$ cat src/rtl/assert_macros.svh
// ---------------------------------------------------------------------------
// Assertion macros
// Shared concurrent assertion forms, clocked on clk_i, quiet during reset.
// ---------------------------------------------------------------------------
`ifndef ASSERT_MACROS_SVH
`define ASSERT_MACROS_SVH

// Property must hold at every clock edge out of reset.
`define SGCT_ASSERT(name, prop, msg) \
  name: assert property (@(posedge clk_i) disable iff (!rst_ni) prop) \
    else $error(msg);

// Condition must never be true at a clock edge out of reset.
`define SGCT_NEVER(name, cond, msg) \
  `SGCT_ASSERT(name, !(cond), msg)

`endif

$ cat src/rtl/sgct_pkg.sv
// ---------------------------------------------------------------------------
// sgct_pkg
// Types, constants and the control store of the scaled game clock tick
// generator.
// ---------------------------------------------------------------------------
package sgct_pkg;

  // shared shift/subtract divider
  localparam int DivW        = 32;
  localparam int NumW        = 65;   // 64-bit advance plus carried remainder
  localparam int CntW        = 7;
  localparam int ScaleBits   = 10;   // quotient bits of the ms fraction
  localparam int TickDivBits = 11;   // tick-split dividend stays below 2000

  // tick split: floor(x / tick) as (x * ceil(2^22 / tick)) >> 22, exact for x < 2048
  localparam int TickRecipShift = 22;

  localparam logic [31:0] MinFreq      = 32'd1001;
  localparam logic [31:0] FreqReset    = 32'd10000000;
  localparam logic [31:0] StartMsReset = 32'd0;
  localparam logic [31:0] MsPerSec     = 32'd1000;
  localparam logic [31:0] GapLimitMs   = 32'd1000;
  localparam logic [22:0] MaxWholeSec  = 23'd4294967;

  // ceil(x / 1000) as ((x + 999) >> 3) * ceil(2^37 / 125) >> 37
  localparam logic [9:0]  RoundUp1000  = 10'd999;
  localparam logic [30:0] Recip125     = 31'd1099511628;
  localparam int          RecipShift   = 37;

  localparam logic [1:0] SLOW_FULL    = 2'd0;
  localparam logic [1:0] SLOW_HALF    = 2'd1;
  localparam logic [1:0] SLOW_QUARTER = 2'd2;

  typedef enum logic [1:0] {
    REG_FREQ,
    REG_PAUSE,
    REG_SLOWMO,
    REG_START_MS
  } reg_e;

  typedef enum logic [3:0] {
    OP_IDLE,
    OP_DELTA,
    OP_ADDREM,
    OP_DIV,
    OP_SCALE,
    OP_MS,
    OP_RECIP,
    OP_SPLIT,
    OP_TQUOT,
    OP_TICK,
    OP_EMIT
  } op_e;

  typedef enum logic [2:0] {
    JC_NEXT,
    JC_WAIT_IN,
    JC_UNPRIMED,
    JC_LOOP,
    JC_EMIT
  } jcond_e;

  typedef enum logic [3:0] {
    ST_IDLE,
    ST_DELTA,
    ST_ADDREM,
    ST_DIV1,
    ST_SCALE,
    ST_DIV2,
    ST_MS,
    ST_RECIP,
    ST_SPLIT,
    ST_TQUOT,
    ST_TICK,
    ST_EMIT
  } step_e;

  typedef struct packed {
    op_e    op;
    jcond_e jcond;
    step_e  target;
  } uword_t;

  typedef struct packed {
    logic            load;
    logic            step;
    logic [DivW-1:0] divisor;
    logic [DivW-1:0] rem_init;
    logic [NumW-1:0] num_init;
    logic [CntW-1:0] count;
  } div_cmd_t;

  function automatic uword_t ucode_rom(input step_e step);
    uword_t uw;
    uw = '{OP_IDLE, JC_WAIT_IN, ST_IDLE};
    unique case (step)
      ST_IDLE:   uw = '{OP_IDLE,   JC_WAIT_IN,  ST_IDLE};
      ST_DELTA:  uw = '{OP_DELTA,  JC_UNPRIMED, ST_SPLIT};
      ST_ADDREM: uw = '{OP_ADDREM, JC_NEXT,     ST_IDLE};
      ST_DIV1:   uw = '{OP_DIV,    JC_LOOP,     ST_IDLE};
      ST_SCALE:  uw = '{OP_SCALE,  JC_NEXT,     ST_IDLE};
      ST_DIV2:   uw = '{OP_DIV,    JC_LOOP,     ST_IDLE};
      ST_MS:     uw = '{OP_MS,     JC_NEXT,     ST_IDLE};
      ST_RECIP:  uw = '{OP_RECIP,  JC_NEXT,     ST_IDLE};
      ST_SPLIT:  uw = '{OP_SPLIT,  JC_NEXT,     ST_IDLE};
      ST_TQUOT:  uw = '{OP_TQUOT,  JC_NEXT,     ST_IDLE};
      ST_TICK:   uw = '{OP_TICK,   JC_NEXT,     ST_IDLE};
      ST_EMIT:   uw = '{OP_EMIT,   JC_EMIT,     ST_IDLE};
      default:   uw = '{OP_IDLE,   JC_WAIT_IN,  ST_IDLE};
    endcase
    return uw;
  endfunction

endpackage

$ cat src/rtl/sgct_div.sv
// ---------------------------------------------------------------------------
// sgct_div
// Restoring shift/subtract divider, one quotient bit per cycle. Quotient
// bits shift into the low end of the numerator register.
// ---------------------------------------------------------------------------
`include "assert_macros.svh"

module sgct_div (
  input  logic                                clk_i,
  input  logic                                rst_ni,
  input  sgct_pkg::div_cmd_t                  cmd_i,
  output logic [sgct_pkg::DivW-1:0]           rem_o,
  output logic [sgct_pkg::NumW-1:0]           num_o,
  output logic                                last_o
);
  import sgct_pkg::*;

  logic [DivW-1:0] div_q;
  logic [DivW-1:0] rem_q, rem_d;
  logic [NumW-1:0] num_q, num_d;
  logic [CntW-1:0] cnt_q, cnt_d;
  logic [DivW:0]   trial;
  logic            fits;

  always_comb begin
    trial = {rem_q, num_q[NumW-1]};
    fits  = (trial >= {1'b0, div_q});
    rem_d = rem_q;
    num_d = num_q;
    cnt_d = cnt_q;
    if (cmd_i.load) begin
      rem_d = cmd_i.rem_init;
      num_d = cmd_i.num_init;
      cnt_d = cmd_i.count;
    end else if (cmd_i.step) begin
      rem_d = fits ? DivW'(trial - {1'b0, div_q}) : trial[DivW-1:0];
      num_d = {num_q[NumW-2:0], fits};
      cnt_d = cnt_q - CntW'(1);
    end
  end

  always_ff @(posedge clk_i or negedge rst_ni) begin
    if (!rst_ni) begin
      cnt_q <= '0;
    end else begin
      cnt_q <= cnt_d;
    end
  end

  always_ff @(posedge clk_i) begin
    if (cmd_i.load) begin
      div_q <= cmd_i.divisor;
    end
    rem_q <= rem_d;
    num_q <= num_d;
  end

  assign rem_o  = rem_q;
  assign num_o  = num_q;
  assign last_o = (cnt_q == CntW'(1));

  `SGCT_NEVER(a_step_exhausted, cmd_i.step && (cnt_q == '0), "divider stepped past its count")
  `SGCT_NEVER(a_load_and_step, cmd_i.load && cmd_i.step, "divider load and step together")

endmodule

$ cat src/rtl/scaled_game_clock_tick_generator.sv
// ---------------------------------------------------------------------------
// Scaled game clock tick generator
// Accepted samples pass the shared one-bit-per-cycle divider twice (65-bit
// advance, then 10-bit fraction); the priming sample skips both. A new sample
// waits until the last is emitted; reset spares the working and result data.
// ---------------------------------------------------------------------------
`include "assert_macros.svh"

module scaled_game_clock_tick_generator #(
  parameter int GAME_TICK_MS = 50,
  parameter int TIME_WIDTH   = 48
) (
  input  logic        clk_i,
  input  logic        rst_ni,
  // sample channel
  input  logic        in_valid_i,
  output logic        in_stall_o,
  input  logic [63:0] counter_sample_i,
  input  logic        step_request_i,
  // result channel
  output logic        out_valid_o,
  input  logic        out_stall_i,
  output logic [31:0] elapsed_ms_o,
  output logic [47:0] running_time_o,
  output logic [47:0] paused_time_o,
  output logic [31:0] millisecond_count_o,
  output logic [7:0]  game_ticks_due_o,
  // register port
  input  logic        psel,
  input  logic        penable,
  input  logic        pwrite,
  input  logic [3:0]  paddr,
  input  logic [31:0] pwdata,
  output logic [31:0] prdata,
  output logic        pready
);
  import sgct_pkg::*;

  localparam int TW       = TIME_WIDTH;
  localparam int TickRemW = $clog2(GAME_TICK_MS + 1);
  localparam logic [TW-1:0] TickT = TW'(GAME_TICK_MS);
  localparam logic [TickDivBits-1:0] TickLen = TickDivBits'(GAME_TICK_MS);
  localparam logic [22:0] TickRecip =
    23'((2**TickRecipShift + GAME_TICK_MS - 1) / GAME_TICK_MS);

  // sequencer
  step_e  pc_q, pc_d;
  uword_t uw;

  // config registers
  logic [31:0] freq_q, freq_d;
  logic        pause_q, pause_d;
  logic [1:0]  slowmo_q, slowmo_d;
  logic [31:0] start_ms_q, start_ms_d;

  // architectural state
  logic [63:0]         prev_q, prev_d;
  logic [32:0]         tr_q, tr_d;
  logic                primed_q, primed_d;
  logic                step_pend_q, step_pend_d;
  logic [TW-1:0]       running_q, running_d;
  logic [TW-1:0]       pause_clk_q, pause_clk_d;
  logic [31:0]         ms_cnt_q, ms_cnt_d;
  logic [TW-1:0]       rt_q, rt_d;             // running clock in whole ticks
  logic [TickRemW-1:0] rm_q, rm_d;             // running clock mod tick
  logic [TW-1:0]       last_tick_q, last_tick_d;

  // per-transaction working registers
  logic [63:0] sample_q, sample_d;
  logic [63:0] delta_q, delta_d;
  logic        meas_q, meas_d;
  logic [22:0] q_q, q_d;
  logic        qsat_q, qsat_d;
  logic [31:0] e_q, e_d;
  logic [30:0] y_q, y_d;
  logic [61:0] prod_q, prod_d;
  logic [TickDivBits-1:0] tn_q, tn_d;          // rm + run_add, split into ticks
  logic [TickDivBits-1:0] tq_q, tq_d;          // whole ticks in tn

  // result register
  logic        out_valid_q, out_valid_d;
  logic [31:0] out_e_q, out_e_d;
  logic [47:0] out_run_q, out_run_d;
  logic [47:0] out_pause_q, out_pause_d;
  logic [31:0] out_ms_q, out_ms_d;
  logic [7:0]  out_frames_q, out_frames_d;

  // divider
  div_cmd_t        div_cmd;
  logic [DivW-1:0] div_rem;
  logic [NumW-1:0] div_num;
  logic            div_last;

  logic        accept;
  logic        out_free;
  logic        cfg_wr;
  logic [31:0] f_eff;
  logic [64:0] delta_diff;
  logic [41:0] scale_prod;
  logic [33:0] ms_full;
  logic [TW:0] tick_diff;
  logic [33:0] tick_prod;

  // time split
  logic [TW-1:0]          e_w;
  logic [TW-1:0]          run_add;
  logic [TW-1:0]          pause_add;
  logic                   step_clr;
  logic [TW:0]            run_sum;
  logic [TickDivBits-1:0] tick_num;

  sgct_div u_div (
    .clk_i  (clk_i),
    .rst_ni (rst_ni),
    .cmd_i  (div_cmd),
    .rem_o  (div_rem),
    .num_o  (div_num),
    .last_o (div_last)
  );

  assign uw         = ucode_rom(pc_q);
  assign in_stall_o = (pc_q != ST_IDLE);
  assign accept     = in_valid_i && !in_stall_o;
  assign out_free   = !out_valid_q || !out_stall_i;
  assign cfg_wr     = psel && penable && pwrite;
  assign f_eff      = (freq_q < MinFreq) ? MinFreq : freq_q;
  assign delta_diff = {1'b0, sample_q} - {1'b0, prev_q};
  assign scale_prod = 42'(div_rem) * 42'(MsPerSec);
  assign ms_full    = 34'(q_q) * 34'(MsPerSec) + 34'(div_num[ScaleBits-1:0]);
  assign tick_diff  = {1'b0, rt_q} - {1'b0, last_tick_q};
  assign tick_prod  = 34'(tn_q) * 34'(TickRecip);
  assign e_w        = TW'(e_q);

  // split of measured milliseconds between running and pause clocks
  always_comb begin
    run_add   = '0;
    pause_add = '0;
    step_clr  = 1'b0;
    if (meas_q) begin
      if (pause_q) begin
        if (step_pend_q) begin
          run_add   = TickT;
          pause_add = e_w - TickT;
          step_clr  = 1'b1;
        end else begin
          pause_add = e_w;
        end
      end else if (e_q > GapLimitMs) begin
        run_add   = TickT;
        pause_add = e_w - TickT;
      end else begin
        case (slowmo_q)
          SLOW_FULL: run_add = e_w;
          SLOW_HALF: run_add = e_w >> 1;
          default:   run_add = e_w >> 2;
        endcase
        pause_add = e_w - run_add;
      end
    end
    run_sum = {1'b0, running_q} + {1'b0, run_add};
    // on wrap the new clock is below the added amount, so its tick restarts at 0
    if (run_sum[TW]) begin
      tick_num = TickDivBits'(run_sum[TW-1:0]);
    end else begin
      tick_num = TickDivBits'(rm_q) + TickDivBits'(run_add);
    end
  end

  always_comb begin
    pc_d         = pc_q;
    freq_d       = freq_q;
    pause_d      = pause_q;
    slowmo_d     = slowmo_q;
    start_ms_d   = start_ms_q;
    prev_d       = prev_q;
    tr_d         = tr_q;
    primed_d     = primed_q;
    step_pend_d  = step_pend_q;
    running_d    = running_q;
    pause_clk_d  = pause_clk_q;
    ms_cnt_d     = ms_cnt_q;
    rt_d         = rt_q;
    rm_d         = rm_q;
    last_tick_d  = last_tick_q;
    sample_d     = sample_q;
    delta_d      = delta_q;
    meas_d       = meas_q;
    q_d          = q_q;
    qsat_d       = qsat_q;
    e_d          = e_q;
    y_d          = y_q;
    prod_d       = prod_q;
    tn_d         = tn_q;
    tq_d         = tq_q;
    out_valid_d  = out_valid_q;
    out_e_d      = out_e_q;
    out_run_d    = out_run_q;
    out_pause_d  = out_pause_q;
    out_ms_d     = out_ms_q;
    out_frames_d = out_frames_q;
    div_cmd      = '0;

    if (out_valid_q && !out_stall_i) begin
      out_valid_d = 1'b0;
    end

    unique case (uw.op)
      OP_IDLE: begin
        if (accept) begin
          sample_d = counter_sample_i;
          if (pause_q && step_request_i) begin
            step_pend_d = 1'b1;
          end
        end
      end
      OP_DELTA: begin
        if (!primed_q) begin
          prev_d   = sample_q;
          primed_d = 1'b1;
          meas_d   = 1'b0;
          e_d      = '0;
        end else begin
          meas_d = 1'b1;
          // a backwards sample counts as no advance and keeps the old sample
          if (!delta_diff[64]) begin
            delta_d = delta_diff[63:0];
            prev_d  = sample_q;
          end else begin
            delta_d = '0;
          end
        end
      end
      OP_ADDREM: begin
        div_cmd.load     = 1'b1;
        div_cmd.divisor  = f_eff;
        div_cmd.rem_init = '0;
        div_cmd.num_init = {1'b0, delta_q} + NumW'(tr_q);
        div_cmd.count    = CntW'(NumW);
      end
      OP_DIV: begin
        div_cmd.step = 1'b1;
      end
      OP_SCALE: begin
        q_d    = div_num[22:0];
        qsat_d = (|div_num[NumW-1:23]) || (div_num[22:0] > MaxWholeSec);
        // fraction: (r * 1000) / f, quotient below 1000, so start pre-shifted
        div_cmd.load     = 1'b1;
        div_cmd.divisor  = f_eff;
        div_cmd.rem_init = scale_prod[41:ScaleBits];
        div_cmd.num_init = {scale_prod[ScaleBits-1:0], {(NumW - ScaleBits){1'b0}}};
        div_cmd.count    = CntW'(ScaleBits);
      end
      OP_MS: begin
        if (qsat_q || (|ms_full[33:32])) begin
          e_d = '1;
        end else begin
          e_d = ms_full[31:0];
        end
        // new carry is ceil(frac_rem / 1000)
        y_d = 31'((33'(div_rem) + 33'(RoundUp1000)) >> 3);
      end
      OP_RECIP: begin
        prod_d = 62'(y_q) * 62'(Recip125);
      end
      OP_SPLIT: begin
        if (meas_q) begin
          tr_d     = 33'(prod_q >> RecipShift);
          ms_cnt_d = ms_cnt_q + e_q;
        end
        if (step_clr) begin
          step_pend_d = 1'b0;
        end
        running_d   = run_sum[TW-1:0];
        pause_clk_d = pause_clk_q + pause_add;
        if (run_sum[TW]) begin
          rt_d = '0;
        end
        tn_d = tick_num;
      end
      OP_TQUOT: begin
        tq_d = tick_prod[TickRecipShift +: TickDivBits];
      end
      OP_TICK: begin
        rt_d = rt_q + TW'(tq_q);
        rm_d = TickRemW'(tn_q - tq_q * TickLen);
      end
      OP_EMIT: begin
        if (out_free) begin
          out_valid_d  = 1'b1;
          out_e_d      = e_q;
          out_run_d    = 48'(running_q);
          out_pause_d  = 48'(pause_clk_q);
          out_ms_d     = ms_cnt_q;
          out_frames_d = '0;
          if (!tick_diff[TW]) begin
            out_frames_d = (|tick_diff[TW-1:8]) ? 8'hFF : tick_diff[7:0];
            if (tick_diff != '0) begin
              last_tick_d = rt_q;
            end
          end
        end
      end
      default: ;
    endcase

    if (cfg_wr) begin
      unique case (reg_e'(paddr[3:2]))
        REG_FREQ:   freq_d = pwdata;
        REG_PAUSE: begin
          pause_d = pwdata[0];
          if (!pwdata[0]) begin
            step_pend_d = 1'b0;
          end
        end
        REG_SLOWMO:   slowmo_d   = pwdata[1:0];
        REG_START_MS: start_ms_d = pwdata;
        default: ;
      endcase
    end

    unique case (uw.jcond)
      JC_NEXT:     pc_d = step_e'(4'(pc_q) + 4'd1);
      JC_WAIT_IN:  pc_d = accept ? step_e'(4'(pc_q) + 4'd1) : pc_q;
      JC_UNPRIMED: pc_d = !primed_q ? uw.target : step_e'(4'(pc_q) + 4'd1);
      JC_LOOP:     pc_d = div_last ? step_e'(4'(pc_q) + 4'd1) : pc_q;
      JC_EMIT:     pc_d = out_free ? uw.target : pc_q;
      default:     pc_d = ST_IDLE;
    endcase
  end

  always_ff @(posedge clk_i or negedge rst_ni) begin
    if (!rst_ni) begin
      pc_q        <= ST_IDLE;
      freq_q      <= FreqReset;
      pause_q     <= 1'b0;
      slowmo_q    <= SLOW_FULL;
      start_ms_q  <= StartMsReset;
      prev_q      <= '0;
      tr_q        <= '0;
      primed_q    <= 1'b0;
      step_pend_q <= 1'b0;
      running_q   <= '0;
      pause_clk_q <= '0;
      ms_cnt_q    <= StartMsReset;
      rt_q        <= '0;
      rm_q        <= '0;
      last_tick_q <= '0;
      out_valid_q <= 1'b0;
    end else begin
      pc_q        <= pc_d;
      freq_q      <= freq_d;
      pause_q     <= pause_d;
      slowmo_q    <= slowmo_d;
      start_ms_q  <= start_ms_d;
      prev_q      <= prev_d;
      tr_q        <= tr_d;
      primed_q    <= primed_d;
      step_pend_q <= step_pend_d;
      running_q   <= running_d;
      pause_clk_q <= pause_clk_d;
      ms_cnt_q    <= ms_cnt_d;
      rt_q        <= rt_d;
      rm_q        <= rm_d;
      last_tick_q <= last_tick_d;
      out_valid_q <= out_valid_d;
    end
  end

  always_ff @(posedge clk_i) begin
    sample_q     <= sample_d;
    delta_q      <= delta_d;
    meas_q       <= meas_d;
    q_q          <= q_d;
    qsat_q       <= qsat_d;
    e_q          <= e_d;
    y_q          <= y_d;
    prod_q       <= prod_d;
    tn_q         <= tn_d;
    tq_q         <= tq_d;
    out_e_q      <= out_e_d;
    out_run_q    <= out_run_d;
    out_pause_q  <= out_pause_d;
    out_ms_q     <= out_ms_d;
    out_frames_q <= out_frames_d;
  end

  always_comb begin
    unique case (reg_e'(paddr[3:2]))
      REG_FREQ:     prdata = freq_q;
      REG_PAUSE:    prdata = 32'(pause_q);
      REG_SLOWMO:   prdata = 32'(slowmo_q);
      REG_START_MS: prdata = start_ms_q;
      default:      prdata = '0;
    endcase
  end

  assign pready              = 1'b1;
  assign out_valid_o         = out_valid_q;
  assign elapsed_ms_o        = out_e_q;
  assign running_time_o      = out_run_q;
  assign paused_time_o       = out_pause_q;
  assign millisecond_count_o = out_ms_q;
  assign game_ticks_due_o    = out_frames_q;

  `SGCT_ASSERT(a_result_from_emit, $rose(out_valid_o) |-> $past(pc_q == ST_EMIT), "result raised outside emit step")
  `SGCT_ASSERT(a_frac_start_bound, (pc_q == ST_DIV2) && $past(pc_q == ST_SCALE) |-> (div_rem < f_eff), "fraction divide starts with remainder not below divisor")
  `SGCT_NEVER(a_tick_rem_range, 32'(rm_q) >= 32'(GAME_TICK_MS), "tick remainder not below tick length")
  `SGCT_NEVER(a_carry_bound, |tr_q[32:23], "carried counter remainder out of range")

endmodule
$ cat config.mk
export PLATFORM = sky130hd
export DESIGN_NAME = scaled_game_clock_tick_generator
export DESIGN_NICKNAME = d
export VERILOG_FILES = /design/src/rtl/sgct_pkg.sv /design/src/rtl/sgct_div.sv /design/src/rtl/scaled_game_clock_tick_generator.sv
export VERILOG_INCLUDE_DIRS = /design/src /design/src/rtl
export SDC_FILE = /design/constraint.sdc
export NUM_CORES = 2
export LEC_CHECK = 0
export ABC_AREA = 1
export BUFFER_PORTS_ARGS = -buffer_cell sky130_fd_sc_hd__buf_4
export CORE_ASPECT_RATIO = 2
export CORE_MARGIN = 8
export CORE_UTILIZATION = 35
export CTS_BUF_LIST = sky130_fd_sc_hd__clkbuf_4
export DETAILED_ROUTE_END_ITERATION = 7
export GPL_ROUTABILITY_DRIVEN = 0
export PLACE_DENSITY = 0.48
export SETUP_SLACK_MARGIN = 0.2
export SLEW_MARGIN = 5
export SYNTH_ARGS = -nofsm -noshare
export SYNTH_HDL_FRONTEND = slang
export SYNTH_HIERARCHICAL = 1
export SYNTH_SLANG_ARGS = --single-unit
$ cat constraint.sdc
create_clock -name clk_i -period 30.4 [get_ports clk_i]
set_clock_uncertainty 0.05 [all_clocks]
set_input_delay 1.52 -clock clk_i [delete_from_list [all_inputs] [get_ports clk_i]]
set_output_delay 1.52 -clock clk_i [all_outputs]
set_load 0.02 [all_outputs]
## Word-level counts from Yosys, hierarchy flattened

Memory sizes are Yosys's and may differ from the RTL's.
Index checks and enable logic that the tools add are counted.

| storage, ports and cells | value |
|---|---|
| bits in latches | 0 |
| bits of input ports | 108 |
| ROM bits | 128 |
| memories kept | 1 |
| RAM bits | 0 |
| flip-flop bits (word level) | 989 |

Memories:

| name | words | bits a word | read ports | clocked after memory_dff | write ports | RTL line | source |
|---|---|---|---|---|---|---|---|
| (name not given) | 16 | 8 | 1 | 0 | 0 | sgct_pkg.sv:96 | `unique case (step)` |

| operators by class | value |
|---|---|
| shifts and indexed selects | 0 |
| $lt $le $gt $ge | 4 |
| add/subtract/negate cells | 16 |
| multipliers | 5 |
| bitwise gates (word level) | 1 |
| muxes and demuxes | 52 |
| equal/unequal tests | 25 |
| div/mod/pow operators | 0 |
| reductions and logical operators | 37 |

Operators with widths:

| kind | count |
|---|---|
| 48-bit two-way mux | 11 |
| 136-bit case mux with 2 select lines | 1 |
| 32-bit two-way mux | 6 |
| 65-bit two-way mux | 2 |
| 64-bit two-way mux | 2 |
| 32-bit case mux with 2 select lines | 2 |
| 32-bit case mux with 4 select lines | 1 |
| 48-bit case mux with 2 select lines | 1 |
| 64-bit by 25-bit adder with 65-bit output | 1 |
| 64-bit by 64-bit subtractor with 65-bit output | 1 |
| 30-bit by 29-bit multiplier with 59-bit output, second input constant | 1 |
| 48-bit by 48-bit adder with 49-bit output | 1 |
| 49-bit nonzero test | 1 |
| 48-bit by 48-bit subtractor with 49-bit output | 1 |
| 48-bit adder | 1 |
| 48-bit by 6-bit adder with 48-bit output | 1 |
| 32-bit by 48-bit subtractor with 48-bit output | 1 |
| 42-bit OR reduction | 1 |
| 40-bit OR reduction | 1 |
| 32-bit by 7-bit multiplier with 39-bit output, second input constant | 1 |
| 33-bit by 10-bit adder with 34-bit output | 1 |
| 32-bit by 10-bit adder with 33-bit output, second input constant | 1 |
| 33-bit by 32-bit greater-or-equal comparator with 1-bit output | 1 |
| 32-bit by 6-bit subtractor with 33-bit output, second input constant | 1 |
| 44 further kinds | 98 |

## Logic depth before layout (Yosys ltp)

| logic depth | value |
|---|---|
| depth after elaboration | 11 |
| depth in mapped cells | 34 |

## Cells and area by module

The synthesis kept the hierarchy.

Modules (own cells, without submodules):

| module | area an instance (sq um) | cells each | sequential area each (sq um) | instances |
|---|---|---|---|---|
| scaled_game_clock_tick_generator | 82091.2 | 10395 | 22551.6 | 1 |
| sgct_div | 8607.0 | 1139 | 4048.9 | 1 |

## Least setup slack after synthesis

OpenSTA, ideal clock, no wires.

| timing | value |
|---|---|
| kind | input port to flip-flop |
| from | input port out_stall_i |
| to | register last_tick_q[39] |
| path slack | 19.412 ns |
| arrival | 10.822 ns |
| required time | 30.233 ns |
| stages | 8 |
| buffers on the path | 2 |
| cell sequence | a21oi_1 > nand2_1 > inv_2 > nand2_1 > buf_6 > buf_6 > nand2_1 > nand2_1 |

| between the ends | value |
|---|---|
| cells in the longest elaborated chain, start to end | 3 |

Ends and longest elaborated chain:

| element | RTL line | source |
|---|---|---|
| from (decl) | scaled_game_clock_tick_generator.sv:22 | `input logic out_stall_i,` |
| 1-bit logical NOT | scaled_game_clock_tick_generator.sv:124 | `assign out_free = !out_valid_q \|\| !out_stall_i;` |
| 1-bit logical OR | scaled_game_clock_tick_generator.sv:124 |  |
| 4-bit AND reduction (no line) | n/a |  |
| to (signal assigned) | scaled_game_clock_tick_generator.sv:364 | `last_tick_q <= last_tick_d;` |
| to (decl) | scaled_game_clock_tick_generator.sv:66 | `logic [TW-1:0] last_tick_q, last_tick_d;` |

Every way passes these cells.
A chain may end at the register's enable or synchronous reset.

## Worst setup path after layout

| timing | value |
|---|---|
| from | register e_q[24] |
| to | register pause_clk_q[47] |

| between the ends | value |
|---|---|
| cells in the longest elaborated chain, start to end | 9 |
| elaborated cells on any way between the ends | 12 |

Ends and longest elaborated chain:

| element | RTL line | source |
|---|---|---|
| from (decl) | scaled_game_clock_tick_generator.sv:74 | `logic [31:0] e_q, e_d;` |
| from (signal assigned) | scaled_game_clock_tick_generator.sv:375 | `e_q <= e_d;` |
| 32-bit case mux with 2 select lines | scaled_game_clock_tick_generator.sv:152 | `case (slowmo_q)` |
| 48-bit two-way mux | scaled_game_clock_tick_generator.sv:148 | `end else if (e_q > GapLimitMs) begin` |
| 48-bit two-way mux | scaled_game_clock_tick_generator.sv:140 | `if (pause_q) begin` |
| 48-bit two-way mux | scaled_game_clock_tick_generator.sv:139 | `if (meas_q) begin` |
| 32-bit by 48-bit subtractor with 48-bit output | scaled_game_clock_tick_generator.sv:157 | `pause_add = e_w - run_add;` |
| 48-bit two-way mux | scaled_game_clock_tick_generator.sv:148 |  |
| 48-bit two-way mux (*) | scaled_game_clock_tick_generator.sv:140 |  |
| 48-bit two-way mux (*) | scaled_game_clock_tick_generator.sv:139 |  |
| 48-bit adder (*) | scaled_game_clock_tick_generator.sv:274 | `pause_clk_d = pause_clk_q + pause_add;` |
| to (signal assigned) | scaled_game_clock_tick_generator.sv:360 | `pause_clk_q <= pause_clk_d;` |
| to (decl) | scaled_game_clock_tick_generator.sv:62 | `logic [TW-1:0] pause_clk_q, pause_clk_d;` |

Every way passes the cells marked *; elsewhere a longest branch is shown, timed or not. The select of a mux whose other input is x is not followed.

==> results.md <==
| Quantity | This run |
|:---|:---|
| Unrepaired setup endpoints after global routing | no |
| Unique masters post-synth | 74 |
| Area of all placed cells without fillers | 0.101 mm2 |
| Router iterations before antenna repair | 6 |
| Number of nets with antenna violations after detailed routing | 0 |
| Number of resized instances in the post-cts repair step | 0 |
| Remaining DRCs | 0 |
| Largest cells by area after synthesis | edfxtp_1, ha_1, fa_1, nand2_1, dfrtp_1 |
| Post-synth EDFFs | 553 |
| Number of H-tree levels | 4 |
| Summed instance area of the synthesized netlist | 0.0907 mm2 |
| Fraction of final layout cells with drive strength greater than 1 | 0.0803 |
| Number of I/O pins | 311 |
| Detailed-route via count | 78.1k |
| Final Instance Count excl. Fillers | 15.7k |
| Total die area | 0.277 mm2 |
| TritonCTS clock tree | done |
| Post-Place Cell Area | 0.0972 mm2 |
| Critical Path Start Type | flip-flop |
| Critical path capture point type | flip-flop |
| Placeable Area | 0.258 mm2 |
| Initial core utilization | 0.352 |
| Flop and latch count out of synthesis | 952 |
| Setup repair bufs after CTS | 0 |
| WL met3 | 10,400 um |
| Clk buf depth | 4 |
| Worst hold-check slack | 0.172 ns |
| Top_reg_cell synth | edfxtp_1 |
| Total CTS buffers | 245 |
| Overall routed net length | 304,000 um |
| Die width | 376 um |
| Worst Hold Class | in -> async |
| Share of async-settable or async-resettable flops after synthesis | 0.419 |
| WL/cell | 19.4 um |
| Clock Pin Slew Worst Setup and Hold Paths | 0.08 ns |
| Synth warnings | 6 |
| Number of port buffers | 307 |
| Critical path class | reg -> reg |
| CP arrival | 9.71 ns |
| Cts-stage hold buffer count | 0 |
| Chip height | 736 um |
| Clock latency of the later-clocked register in the worst-skew pair | 1.38 ns |
| Routed vias/inst | 4.99 |
| Number of DRC markers in iteration 0 | 4,058 |
| Clock period minus final worst setup slack | 8.59 ns |
| Final global-route overflow total | 0 |
| Post-Place Cells | 15.2k |
| Cells after synthesis | 11.5k |
| Via count of the first global-routing pass | 82.9k |
| Max-slew violation count | 0 |
| Final-report setup violation count | 0 |
| Leak Pwr | 50.7 nW |
| Average cell area after synthesis | 7.86 um2 |
| Number of maximum-capacitance constraint violations | 0 |
| Number of antenna violations at the first check in global routing | 7 |
| Met2 wire length | 169,000 um |
| Cell type contributing the most total cell area after synthesis | edfxtp_1 |
| Detailed-route wire length on metal 1 | 99,500 um |
| Final hold violation count | 0 |
| Final cycle utilization of the critical path | 0.282 |
| Setup total negative slack | 0 ns |
| Fraction of the yosys area taken by sequential cells | 0.293 |
| Fmax | 116 MHz |
| Total power per unit cell area | 27.2 mW/mm2 |
| Top Layer Used | met5 |
| FILL cells | 27.0k |
| Status | completed |
| Root buf cell | clkbuf_4 |
| Final Net Count | 13.6k |
| Share of the synthesized area in the top cell type | 0.183 |
| Data required time at the worst endpoint | 31.52 ns |
| Row count | 264 |
| Peak ir drop on the vdd network | 0.0000238 V |
| Largest driver fanout on the critical path | 28 |
| Sink Count | 952 |
| Hpwl dp | 253,000 um |
| Layout overhead on the synthesized area | 10.8% |
| First-pass GRT wire length | 468,000 um |
| Tot Pwr | 2.74 mW |
| Worst-Margin Slew | 1.25 ns |
| Total global routing track utilization | 0.216 |
| Maximum number of pins on one net before global-route repair | 81 |
| Max-slew headroom at the worst pin | 0.162 |
-- cells by family after synthesis --
| group | Yosys count | share of synthesized area |
|---|---|---|
| AOI/OAI and AO/OA | 1793 | 0.110 |
| muxes | 2 | 0.000221 |
| DFF | 952 | 0.293 |
| and+or+nand+nor | 4624 | 0.214 |
| buffers and inverters | 2353 | 0.0994 |
| other | 2 | 0.0000828 |
| adders and majority gates | 1511 | 0.254 |
| xor gates and xnor gates | 297 | 0.0288 |
-- final timing paths --
kind	slack (ns)	startpoint	depth (start not counted)	end
max	21.81	e_q[24]$_SDFFCE_PN0P_	25	pause_clk_q[47]$_DFFE_PN0P_
min	0.17	rst_ni	1	ms_cnt_q[14]$_DFFE_PN0P_
max reg2reg	21.81	e_q[24]$_SDFFCE_PN0P_	25	pause_clk_q[47]$_DFFE_PN0P_
min reg2reg	0.30	running_q[42]$_DFFE_PN0P_	0	running_time_o[42]$_DFFE_PP_
max in group asynchronous	27.30	rst_ni	4	freq_q[4]$_DFFE_PN0P_
min in group clk_i	0.30	running_q[42]$_DFFE_PN0P_	0	running_time_o[42]$_DFFE_PP_
-- sequential cells by signal (all words and copies together) (netlist names), 48 cells and up --
signal / flops
prev_q: 64
delta_q: 64
u_div/num_o: 65
sample_q: 64
paused_time_o: 48
last_tick_q: 48
rt_q: 48
running_q: 48
running_time_o: 48
pause_clk_q: 48
-- cells in the mapped netlist (104+ instances only) --
library cell	number
a21oi_1	702
a31oi_1	104
clkbuf_1	113
dfrtp_1	391
edfxtp_1	553
fa_1	548
ha_1	963
inv_1	2140
nand2_1	2690
nand3_1	461
nand4_1	142
nor2_1	907
nor3_1	135
o21ai_0	642
xnor2_1	108
xor2_1	187
-- power breakdown --
part	switching, mW	internal, mW	total (mW)
logic	0.101	0.0453	0.147
clock network	0.586	0.613	1.20
registers	0.0133	1.38	1.39
total	0.701	2.04	2.74
-- worst max-delay path: stages (launching register included) --
cell and delay [ns]:
edfxtp_1 0.81, inv_1 0.20, nand3_1 0.16, inv_1 0.05, nand4_1 0.07, inv_1 0.06
nand2_1 0.16, nor2_1 0.06, nand2_1 0.71, clkinv_1 1.07, nor2_1 1.07, inv_1 0.22
o21ai_0 0.39, a21oi_1 0.11, ha_1 0.37, nand3_1 0.08, nand2_1 0.31, a21oi_1 0.14
o21ai_0 0.57, a31oi_1 0.44, o21ai_0 0.71, nand2_1 0.28, nand3_1 0.18, nand3_1 0.09
nand2_1 0.08, nand2_1 0.05
-- per-layer routing --
metal  GRT usage  up-vias
li1            -    38500
met1       0.199    36800
met2       0.433     1932
met3      0.0246      919
met4       0.149        4
met5           0        -
-- layout by cell type (no fill, tap or decap), types with 20 or more instances in the layout --
cell type	instances
edfxtp_1	553
nor2_2	25
clkbuf_4	360
or2_2	73
nand4_1	142
o21a_1	44
o21bai_1	41
a21oi_1	701
xor2_1	187
nand3_1	461
nor2_1	898
o221ai_1	20
o21ai_1	20
ha_1	963
clkinv_1	67
nor4_1	67
nand3b_1	47
conb_1	26
inv_2	25
nor3_1	134
xnor2_1	108
a31oi_1	104
clkinv_2	21
nand2_1	2687
inv_1	2137
fa_1	548
o211ai_1	40
buf_4	372
a21o_1	44
a22oi_1	26
o21ai_0	642
dfrtp_1	391
-- final cells by class --
type / instances / area [um2] / area share
sequential: 952 / 26600 / 0.265
tap: 3458 / 4330 / 0.0430
clock buffer: 360 / 2700 / 0.0269
clock inverter: 92 / 607 / 0.00604
inverter: 2174 / 8170 / 0.0812
antenna: 7 / 17.5 / 0.000174
timing repair buffer: 374 / 2830 / 0.0281
multi-input combinational: 8253 / 55300 / 0.550
-- stage by stage --
step | util | setup WS (ns)
floorplan | - | 19.41
global placement | 0.377 | 20.80
detailed placement | 0.377 | 21.94
CTS | 0.390 | 21.93
global route | 0.390 | 21.51
finish | 0.390 | 21.81
No activity file was read; power rests on OpenSTA's default activity.
